`src/rtl/e2c_pkg.sv`:
```
`default_nettype none

package e2c_pkg;

  // Operand width of the shared subtractor: remainder (17 bits) plus one shifted-in bit
  localparam int unsigned SubW = 18;

  localparam int unsigned TsW   = 32;
  localparam int unsigned RemW  = 17;
  localparam int unsigned DaysW = 16;
  localparam int unsigned CntW  = 5;

  localparam int unsigned YearW   = 12;
  localparam int unsigned MonthW  = 4;
  localparam int unsigned DayW    = 5;
  localparam int unsigned HourW   = 5;
  localparam int unsigned MinuteW = 6;
  localparam int unsigned SecondW = 6;

  localparam int unsigned OutW  = YearW + MonthW + DayW + HourW + MinuteW + SecondW;
  localparam int unsigned OutBW = ((OutW + 7) / 8) * 8;

  // Divisors for the three long-division passes
  localparam logic [RemW-1:0] DivDay  = 17'd86400;
  localparam logic [RemW-1:0] DivHour = 17'd3600;
  localparam logic [RemW-1:0] DivMin  = 17'd60;

  // Step counts minus one: bits of dividend fed through each pass
  localparam logic [CntW-1:0] CntDay  = 5'd31;
  localparam logic [CntW-1:0] CntHour = 5'd16;
  localparam logic [CntW-1:0] CntMin  = 5'd11;

  localparam logic [YearW-1:0] EpochYear = 12'd1970;
  localparam logic [6:0]       Y100Init  = 7'd70;
  localparam logic [6:0]       Y100Last  = 7'd99;
  localparam logic [8:0]       Y400Init  = 9'd370;
  localparam logic [8:0]       Y400Last  = 9'd399;

  localparam logic [MonthW-1:0] MonJan  = 4'd0;
  localparam logic [MonthW-1:0] MonFeb  = 4'd1;
  localparam logic [MonthW-1:0] MonLast = 4'd11;

  // Result of the shared subtract/compare unit
  typedef struct packed {
    logic [SubW-1:0] diff;
    logic            borrow;
  } sub_res_t;

  // Length of month mo (0 = January), February follows the leap flag
  function automatic logic [DayW-1:0] month_len(input logic [MonthW-1:0] mo, input logic leap);
    logic [DayW-1:0] len;
    begin
      unique case (mo)
        MonFeb:                    len = leap ? 5'd29 : 5'd28;
        4'd3, 4'd5, 4'd8, 4'd10:   len = 5'd30;
        default:                   len = 5'd31;
      endcase
      return len;
    end
  endfunction

endpackage

`default_nettype wire

```
`src/rtl/e2c_sub.sv`:
```
`default_nettype none

module e2c_sub
  import e2c_pkg::*;
(
  input  logic [SubW-1:0] a_i,
  input  logic [SubW-1:0] b_i,
  output sub_res_t        res_o
);

  logic [SubW:0] full;

  // One wide subtract; the borrow doubles as the a < b compare
  assign full         = {1'b0, a_i} - {1'b0, b_i};
  assign res_o.diff   = full[SubW-1:0];
  assign res_o.borrow = full[SubW];

endmodule

`default_nettype wire

```
`src/rtl/epoch_seconds_to_calendar_top.sv`:
```
`default_nettype none

// Seconds-since-epoch to calendar converter.
//
// Input channel s_axis_*: one item is a 32-bit unsigned count of seconds since
// 1970-01-01 00:00:00. Output channel m_axis_*: one item per input, holding
// year, month, day, hour, minute and second.
//
// All arithmetic runs through a single 18-bit subtract/compare unit under a
// small sequencer. Three restoring long divisions split the count into days
// (32 steps), hours (17 steps) and minutes/seconds (12 steps); whole years
// are then stripped from the day count one per cycle (up to 137 steps), and
// whole months one per cycle (up to 12 steps). s_axis_tready_o is high only
// while the sequencer is idle, so one item is in work at a time and the next
// item is accepted no earlier than the cycle after the result loads.
//
// The result sits in an output register. A stalled receiver does not stop the
// next item from being accepted and worked on; only its final load waits
// until the output register has been taken. Reset clears the sequencer and
// the output valid; no other state is kept.

module epoch_seconds_to_calendar_top
  import e2c_pkg::*;
(
  input  logic             clk_i,
  input  logic             rst_ni,

  input  logic             s_axis_tvalid_i,
  output logic             s_axis_tready_o,
  input  logic [TsW-1:0]   s_axis_tdata_i,   // [31:0] timestamp

  output logic             m_axis_tvalid_o,
  input  logic             m_axis_tready_i,
  output logic [OutBW-1:0] m_axis_tdata_o    // [11:0] year, [15:12] month, [20:16] day,
                                             // [25:21] hour, [31:26] minute,
                                             // [37:32] second, [39:38] zero
);

  // Sequencer states
  localparam logic [2:0] StIdle  = 3'd0;
  localparam logic [2:0] StDiv   = 3'd1;
  localparam logic [2:0] StYear  = 3'd2;
  localparam logic [2:0] StMonth = 3'd3;
  localparam logic [2:0] StDone  = 3'd4;

  // Division passes
  localparam logic [1:0] PhDay  = 2'd0;
  localparam logic [1:0] PhHour = 2'd1;
  localparam logic [1:0] PhMin  = 2'd2;

  logic [2:0]         state_q, state_d;
  logic [1:0]         ph_q, ph_d;
  logic [CntW-1:0]    cnt_q, cnt_d;
  logic [TsW-1:0]     quo_q, quo_d;     // dividend shifts out the top, quotient in the bottom
  logic [RemW-1:0]    rem_q, rem_d;
  logic [DaysW-1:0]   days_q, days_d;   // day count, then day within the year / month
  logic [HourW-1:0]   hour_q, hour_d;
  logic [MinuteW-1:0] min_q, min_d;
  logic [SecondW-1:0] sec_q, sec_d;
  logic [YearW-1:0]   year_q, year_d;
  logic [6:0]         y100_q, y100_d;   // year mod 100
  logic [8:0]         y400_q, y400_d;   // year mod 400
  logic [MonthW-1:0]  mo_q, mo_d;

  logic               out_valid_q, out_valid_d;
  logic [OutBW-1:0]   out_data_q, out_data_d;

  logic [SubW-1:0]    sub_a, sub_b;
  sub_res_t           sub_res;
  logic [RemW-1:0]    divisor;
  logic               leap;
  logic [DayW-1:0]    mlen;
  logic [TsW-1:0]     div_quo;
  logic [RemW-1:0]    div_rem;
  logic               out_take;
  logic               load_out;

  assign leap = (year_q[1:0] == 2'b00) && ((y100_q != 7'd0) || (y400_q == 9'd0));
  assign mlen = month_len(mo_q, leap);

  always_comb begin
    unique case (ph_q)
      PhHour:  divisor = DivHour;
      PhMin:   divisor = DivMin;
      default: divisor = DivDay;
    endcase
  end

  // Operand select for the shared unit
  always_comb begin
    unique case (state_q)
      StDiv: begin
        sub_a = {rem_q, quo_q[TsW-1]};
        sub_b = {1'b0, divisor};
      end
      StYear: begin
        sub_a = {2'b00, days_q};
        sub_b = {9'd0, 8'd0, leap} + 18'd365;
      end
      StMonth: begin
        sub_a = {2'b00, days_q};
        sub_b = {{(SubW-DayW){1'b0}}, mlen};
      end
      default: begin
        sub_a = '0;
        sub_b = '0;
      end
    endcase
  end

  e2c_sub u_sub (
    .a_i   (sub_a),
    .b_i   (sub_b),
    .res_o (sub_res)
  );

  // One restoring division step: keep the difference when it did not borrow
  always_comb begin
    if (sub_res.borrow) begin
      div_rem = sub_a[RemW-1:0];
      div_quo = {quo_q[TsW-2:0], 1'b0};
    end else begin
      div_rem = sub_res.diff[RemW-1:0];
      div_quo = {quo_q[TsW-2:0], 1'b1};
    end
  end

  assign out_take = out_valid_q && m_axis_tready_i;
  assign load_out = (state_q == StDone) && (!out_valid_q || m_axis_tready_i);

  always_comb begin
    state_d  = state_q;
    ph_d     = ph_q;
    cnt_d    = cnt_q;
    quo_d    = quo_q;
    rem_d    = rem_q;
    days_d   = days_q;
    hour_d   = hour_q;
    min_d    = min_q;
    sec_d    = sec_q;
    year_d   = year_q;
    y100_d   = y100_q;
    y400_d   = y400_q;
    mo_d     = mo_q;

    unique case (state_q)
      StIdle: begin
        if (s_axis_tvalid_i) begin
          quo_d   = s_axis_tdata_i;
          rem_d   = '0;
          cnt_d   = CntDay;
          ph_d    = PhDay;
          state_d = StDiv;
        end
      end
      StDiv: begin
        quo_d = div_quo;
        rem_d = div_rem;
        cnt_d = cnt_q - 5'd1;
        if (cnt_q == '0) begin
          unique case (ph_q)
            PhDay: begin
              // days out, seconds of the day go on to the hour pass
              days_d = div_quo[DaysW-1:0];
              quo_d  = {div_rem, {(TsW-RemW){1'b0}}};
              rem_d  = '0;
              cnt_d  = CntHour;
              ph_d   = PhHour;
            end
            PhHour: begin
              hour_d = div_quo[HourW-1:0];
              quo_d  = {div_rem[11:0], 20'd0};
              rem_d  = '0;
              cnt_d  = CntMin;
              ph_d   = PhMin;
            end
            default: begin
              min_d   = div_quo[MinuteW-1:0];
              sec_d   = div_rem[SecondW-1:0];
              year_d  = EpochYear;
              y100_d  = Y100Init;
              y400_d  = Y400Init;
              state_d = StYear;
            end
          endcase
        end
      end
      StYear: begin
        if (sub_res.borrow) begin
          mo_d    = MonJan;
          state_d = StMonth;
        end else begin
          // strip one whole year
          days_d = sub_res.diff[DaysW-1:0];
          year_d = year_q + 12'd1;
          y100_d = (y100_q == Y100Last) ? 7'd0 : y100_q + 7'd1;
          y400_d = (y400_q == Y400Last) ? 9'd0 : y400_q + 9'd1;
        end
      end
      StMonth: begin
        if (sub_res.borrow || (mo_q == MonLast)) begin
          state_d = StDone;
        end else begin
          days_d = sub_res.diff[DaysW-1:0];
          mo_d   = mo_q + 4'd1;
        end
      end
      StDone: begin
        if (load_out) begin
          state_d = StIdle;
        end
      end
      default: begin
        state_d = StIdle;
      end
    endcase
  end

  // Output register: a fresh load wins over the take in the same cycle
  always_comb begin
    out_valid_d = out_valid_q;
    out_data_d  = out_data_q;
    if (out_take) begin
      out_valid_d = 1'b0;
    end
    if (load_out) begin
      out_valid_d = 1'b1;
      out_data_d  = {{(OutBW-OutW){1'b0}},
                     sec_q,
                     min_q,
                     hour_q,
                     days_q[DayW-1:0] + 5'd1,
                     mo_q + 4'd1,
                     year_q};
    end
  end

  always_ff @(posedge clk_i or negedge rst_ni) begin
    if (!rst_ni) begin
      state_q     <= StIdle;
      ph_q        <= PhDay;
      cnt_q       <= '0;
      out_valid_q <= 1'b0;
    end else begin
      state_q     <= state_d;
      ph_q        <= ph_d;
      cnt_q       <= cnt_d;
      out_valid_q <= out_valid_d;
    end
  end

  always_ff @(posedge clk_i) begin
    quo_d_hold: begin
      quo_q      <= quo_d;
      rem_q      <= rem_d;
      days_q     <= days_d;
      hour_q     <= hour_d;
      min_q      <= min_d;
      sec_q      <= sec_d;
      year_q     <= year_d;
      y100_q     <= y100_d;
      y400_q     <= y400_d;
      mo_q       <= mo_d;
      out_data_q <= out_data_d;
    end
  end

  assign s_axis_tready_o = (state_q == StIdle);
  assign m_axis_tvalid_o = out_valid_q;
  assign m_axis_tdata_o  = out_data_q;

  // An accepted item always starts the sequencer
  a_accept_starts: assert property (@(posedge clk_i) disable iff (!rst_ni)
    (s_axis_tvalid_i && s_axis_tready_o) |=> (state_q == StDiv))
    else $error("accepted item did not start the division pass");

  // Month scan never walks past December
  a_month_bound: assert property (@(posedge clk_i) disable iff (!rst_ni)
    (state_q == StMonth) |-> (mo_q <= MonLast))
    else $error("month index out of range");

  // A loaded result carries a real month, day and hour
  a_result_range: assert property (@(posedge clk_i) disable iff (!rst_ni)
    m_axis_tvalid_o |-> ((m_axis_tdata_o[15:12] != 4'd0) && (m_axis_tdata_o[15:12] <= 4'd12)
                         && (m_axis_tdata_o[20:16] != 5'd0)
                         && (m_axis_tdata_o[25:21] <= 5'd23)))
    else $error("result field out of range");

  // The year pass only starts after the minute pass of the divider
  a_year_entry: assert property (@(posedge clk_i) disable iff (!rst_ni)
    $rose(state_q == StYear) |-> ($past(ph_q) == PhMin))
    else $error("year pass entered before the divider finished");

endmodule

`default_nettype wire

```
`config.mk`:
```
export PLATFORM = sky130hd
export DESIGN_NAME = epoch_seconds_to_calendar_top
export DESIGN_NICKNAME = d
export VERILOG_FILES = /design/src/rtl/e2c_pkg.sv /design/src/rtl/e2c_sub.sv /design/src/rtl/epoch_seconds_to_calendar_top.sv
export SDC_FILE = /design/constraint.sdc
export NUM_CORES = 1
export LEC_CHECK = 0
export BUFFER_PORTS_ARGS = -buffer_cell sky130_fd_sc_hd__buf_2
export CAP_MARGIN = 10
export CORE_ASPECT_RATIO = 0.6
export CORE_MARGIN = 10
export CORE_UTILIZATION = 50
export CTS_BUF_LIST = sky130_fd_sc_hd__clkbuf_16
export CTS_CLUSTER_DIAMETER = 150
export DETAILED_ROUTE_END_ITERATION = 8
export PLACE_DENSITY_LB_ADDON = 0.08
export SLEW_MARGIN = 20
export SYNTH_ARGS = -nofsm -noshare
export SYNTH_HDL_FRONTEND = slang
export SYNTH_SLANG_ARGS = --single-unit
```
`constraint.sdc`:
```
create_clock -name clk_i -period 10.77 [get_ports clk_i]
set_clock_uncertainty 0.2 [all_clocks]
set_input_delay 1.6155 -clock clk_i [delete_from_list [all_inputs] [get_ports clk_i]]
set_output_delay 1.6155 -clock clk_i [all_outputs]
set_load 0.005 [all_outputs]
```
# ---- After elaboration in Yosys (flattened, before gate mapping)
# Index checks and enable logic that the tools add are counted.
dict set report totals {
  ff_bits 163
  input_bits 36
  output_inout_bits 42
  elab_cells 131
}
dict set report op_classes {
  addsub 8
  eq_ne 24
  muxes 54
  bitwise_logic 1
  reduce_logical 29
}
# op count
set op_table {}
lappend op_table {{$pmux W32 S2} 2}
lappend op_table {{$mux W17} 4}
lappend op_table {{$pmux W17 S2} 2}
lappend op_table {{$mux W16} 4}
lappend op_table {{$mux W32} 2}
lappend op_table {{$pmux W17 S3} 1}
lappend op_table {{$pmux W16 S3} 1}
lappend op_table {{$mux W12} 3}
lappend op_table {{$mux W9} 4}
lappend op_table {{$pmux W18 S2} 1}
lappend op_table {{$mux W7} 4}
lappend op_table {{$pmux W12 S2} 1}
lappend op_table {{$pmux W5 S2} 2}
lappend op_table {{$sub A18 B17 Y19} 1}
lappend op_table {{$mux W3} 6}
lappend op_table {{$pmux W9 S2} 1}
lappend op_table {{$ne A2 B2 Y1 const B} 8}
lappend op_table {{$pmux W3 S5} 1}
lappend op_table {{$pmux W7 S2} 1}
lappend op_table {{$add A12 B1 Y12 const B} 1}
lappend op_table {{$eq A4 B4 Y1 const B} 3}
lappend op_table {{$pmux W2 S2} 3}
lappend op_table {{$add A1 B9 Y10 const B} 1}
lappend op_table {{$mux W5} 2}
lappend op_table {{other kinds (39)} 57}

# ---- Logic depth before layout (Yosys ltp)
dict set report depth {
  ltp_word 11
  mapped_depth 22
  depth_no_buf 22
}

# ---- Modules after synthesis
# From an unflattened synthesis, not the netlist that was laid out.
dict set report unflattened {
  cells_unflattened 831
  area_unflattened_um2 8879.8
}
# module n_inst cells_each area_each_um2 seq_area_each_um2
set modules_own_cells {}
lappend modules_own_cells {epoch_seconds_to_calendar_top 1 692 7876.3 4839.6}
lappend modules_own_cells {e2c_sub 1 139 1003.5 0.0}

# ---- Worst setup path before layout
# Ideal clock, no wire load.
dict set report synth_timing {
  path_kind {register -> register}
  from {reg state_q[1]}
  to {reg days_q[0] (enable)}
  setup_ns 0.388
  t_arrival_ns 4.340
  required_time_ns 10.182
  path_slack_ns 5.841
  path_stages_with_launch 19
  n_path_buf 8
  synth_period_minus_slack_ns 4.929
  path_cell_list {dfrtp_1 buf_2 nor2_1 and2_1 clkbuf_1 buf_2 buf_2 clkbuf_1 nand2_1 ha_1 clkbuf_1 nand2_1 o21ai_0 o211ai_2 nand2_4 buf_6 buf_6 a32oi_1 nor2_1}
}
dict set report synth_between {
  elab_chain_cells 7
  elab_cells_between_ends 14
  cone_classes {add/sub: 1; eq/ne: 7; mux: 2; reduce/logical: 4}
}
# element line_no
set synth_lines {}
lappend synth_lines {{start, declared} epoch_seconds_to_calendar_top.sv:51} ;# logic [2:0] state_q, state_d;
lappend synth_lines {{start signal, assigned} epoch_seconds_to_calendar_top.sv:240} ;# state_q <= StIdle;
lappend synth_lines {{start signal, assigned} epoch_seconds_to_calendar_top.sv:245} ;# state_q <= state_d;
lappend synth_lines {{$eq A3 B2 Y1} {epoch_seconds_to_calendar_top.sv:91, epoch_seconds_to_calendar_top.sv:146}}
lappend synth_lines {{$reduce_or A2 Y1 (no source line)} -}
lappend synth_lines {{$pmux W18 S2} epoch_seconds_to_calendar_top.sv:91} ;# unique case (state_q)
lappend synth_lines {{$sub A18 B17 Y19} e2c_sub.sv:14} ;# assign full = {1'b0, a_i} - {1'b0, b_i};
lappend synth_lines {{$logic_or A1 B1 Y1} epoch_seconds_to_calendar_top.sv:201} ;# if (sub_res.borrow || (mo_q == MonLast)) begin
lappend synth_lines {{$ne A2 B2 Y1 (no source line)} -}
lappend synth_lines {{$reduce_and A5 Y1 (no source line) (*)} -}
lappend synth_lines {{end signal, assigned} epoch_seconds_to_calendar_top.sv:256} ;# days_q <= days_d;
lappend synth_lines {{end, declared} epoch_seconds_to_calendar_top.sv:56} ;# logic [DaysW-1:0] days_q, days_d;
# Mark *: on every way between the ends. The rest lies on a longest branch, timed or not.
# A chain may end at the register's enable or synchronous reset.

# ---- Worst setup path after layout
dict set report layout_timing {
  from {reg state_q[0]}
  to {reg days_q[11] (enable)}
}
# Same word-level chain as after synthesis.

==> metrics.txt <==
Critical Path Fanout Max=46; Reg clk slew, reported paths=70 ps; full die area=22450 um2; Die X=186.9 um; largest net degree at the start of global routing=53; Post-synth EDFFs=152; total of max-cap violations=0; Hold Path End=m_axis_tdata_o[32]; Max Transition Viols Final=0; die height=120.1 um; GRT Util Overall=20.13%; Design Area, Final=9547 um2; drt wl/cell=21.53 um; outcome=completed; Critical Path Max Stage Delay=750 ps; num ports=78; Initial Util=51.25%; Primary FF master, synth=edfxtp_1; #FFs+latches synth=163; Root Buffer=clkbuf_16; clk_lat worst skew=430 ps; first-pass GRT wire length=35110 um; worst r2r src=state_q[0]; Synth Warn #=0; Reg2Reg Capture Point=days_q[11]; Synth Instances=750; drt first pass iters=5; Residual DRC=0; r2r setup slk=5640 ps; TritonCTS Sinks=163; f_max=195.1 MHz; FP Rows=36; routed vias=6211; sequential share of the synthesized area=57.91%; Tcrit/Tclk final=47.59%; initial antenna violation count=1; Crit Path Category=flop to flop; Hold Vio Cnt, Final=0; cells along the critical path=and2_2, buf_4, nand2b_1, and2_1, ha_1, nand2_1, o21ai_0, o211ai_2, nand2_4, a32oi_1, nor2_2; vias per inst=5.859; number of routed nets with antenna violations=0; beginning of the worst hold path=sec_q[0]; postcts setup bufs=0; Critical Path AT=4980 ps; Critical Path Sink Type=flop; share of the synthesized area in the top cell type=54.62%; Synth area leader=edfxtp_1; Placed Area=8912 um2; TritonCTS Buffers=17; Netlist cell types=67; core box area=16310 um2; Cell Area, Synth=8357 um2; Buffers on Ports=75; Hold Slack=217.2 ps; hold buffers post-CTS=0; Avg Cell Area, Syn=11.14 um2; Rel. slew slack=31.91%; Routed WL=22820 um; clock buffer depth=2; HP Class=flop to flop; Hold Path Depth=0; actual slew at the worst max-slew pin=1020 ps; nets@finish=885; share of cells above drive strength 1=16.73%; worst r2r path cells=11; post-layout minimum cycle time=5126 ps; setup violators final=0; CTS tree=built; Finished Core Util=58.55%; Overflow after GRT=0; vias in the first global route=5953; Synth top cells by count=edfxtp_1 (152), nand2_1 (107), nor2_1 (72), a21oi_1 (49), nand3_1 (35); RSZ-0062 raised after global routing=false; asr flop ratio synth=6.748%; H-Tree Depth=4; Setup TNS=0 ps; Worst Setup Start Kind=flop; ranking of synthesized cells by area=edfxtp_1 (55%), nand2_1 (4.8%), ha_1 (4.5%); P&R area growth vs syn=14.24%; most common cell in the synthesized netlist=edfxtp_1; Final GP Congestion=0.9480; hpwl dp=16370 um; post-CTS sizing=0; Starting DRT DRC Count=641; Slowest-stage cell, CP=nor2_2; Critical Path RT=10620 ps
layout by cell type, fill, tap and decap left out, types with 4 or more instances in the layout:
cell,synthesis,final
a21o_1,5,4
a21oi_1,49,49
a22o_1,6,6
a22oi_1,9,9
and2_1,9,8
and3_1,20,19
buf_2,3,75
buf_4,3,5
clkbuf_16,0,17
clkinv_8,0,7
dfrtp_1,11,11
edfxtp_1,152,152
ha_1,30,30
inv_1,33,32
mux2i_1,5,5
mux2i_2,4,4
nand2_1,107,107
nand2b_1,6,6
nand3_1,35,35
nand4_1,6,6
nor2_1,72,71
nor2b_1,5,4
nor3_1,8,8
o21ai_0,27,27
o221ai_1,5,5
o22ai_1,10,10
o31ai_1,4,4
or2_2,4,4
xnor2_1,23,23
xor2_1,17,17
worst max path at each step:
stage / from / to / slack (ps) / depth (start not counted)
after global placement: state_q[0] / year_q[8] / 5820 / 10
after global routing: state_q[0] / days_q[0] / 5280 / 11
after CTS: state_q[0] / y100_q[2] / 5630 / 10
after floorplan: state_q[1] / days_q[0] / 5840 / 18
after detailed placement: state_q[0] / y400_q[6] / 5650 / 10
final: state_q[0] / days_q[11] / 5640 / 11
metrics by stage:
stage                     worst slack [ps]  std cells
after floorplan                       5841        751
after global placement                5825       1027
after detailed placement              5645       1027
after CTS                             5633       1059
after global routing                  5279       1059
final                                 5644       1060
critical path, delay by kind of cell, from the launching register on:
family,cells,cell delay [ps]
adders and majority gates,1,350
AOI/OAI and AO/OA,3,790
DFF,1,700
buffers and inverters,1,520
and+or+nand+nor,6,2160
per-layer routing:
metal  global-route usage (%)  up-vias  share of wire [%]
met5                        0        -                  0
met4                    4.764        0                1.1
met3                    5.581       28                9.4
met2                    26.43      313                 39
met1                    31.41     2996                 51
li1                         -     2874                  -
cell type report:
class | instances | area [um2]
flip-flops and latches | 163 | 4840
multi-input cells | 523 | 3252
fillers | 1405 | 6759
inverters | 33 | 125.1
diodes | 1 | 2.502
clock buffers | 17 | 425.4
clock inverters | 15 | 203.9
well taps | 228 | 285.3
repair buffers | 80 | 412.9
cell families after synthesis:
logic type	after synthesis	share of synthesized area, %
adder cells (fa/ha/maj)	31	4.731
other	1	0.04487
multiplexers	14	2.066
flip-flops	163	57.91
buffers and inverters	65	3.369
XOR/XNOR	40	4.192
AO/OA/AOI/OAI	152	12.19
AND/OR/NAND/NOR	284	15.50
flip-flops by register name, summed over array words and instances (netlist names):
register         flops
m_axis_tdata_o      38
quo_q               32
rem_q               17
days_q              16
year_q              12
y400_q               9
y100_q               7
min_q                6
sec_q                6
cnt_q                5
hour_q               5
mo_q                 4
state_q              3
ph_q                 2
m_axis_tvalid_o      1
Power is not shown: default switching activity piles up to over one toggle a cycle in this logic, so the estimate is an artifact.
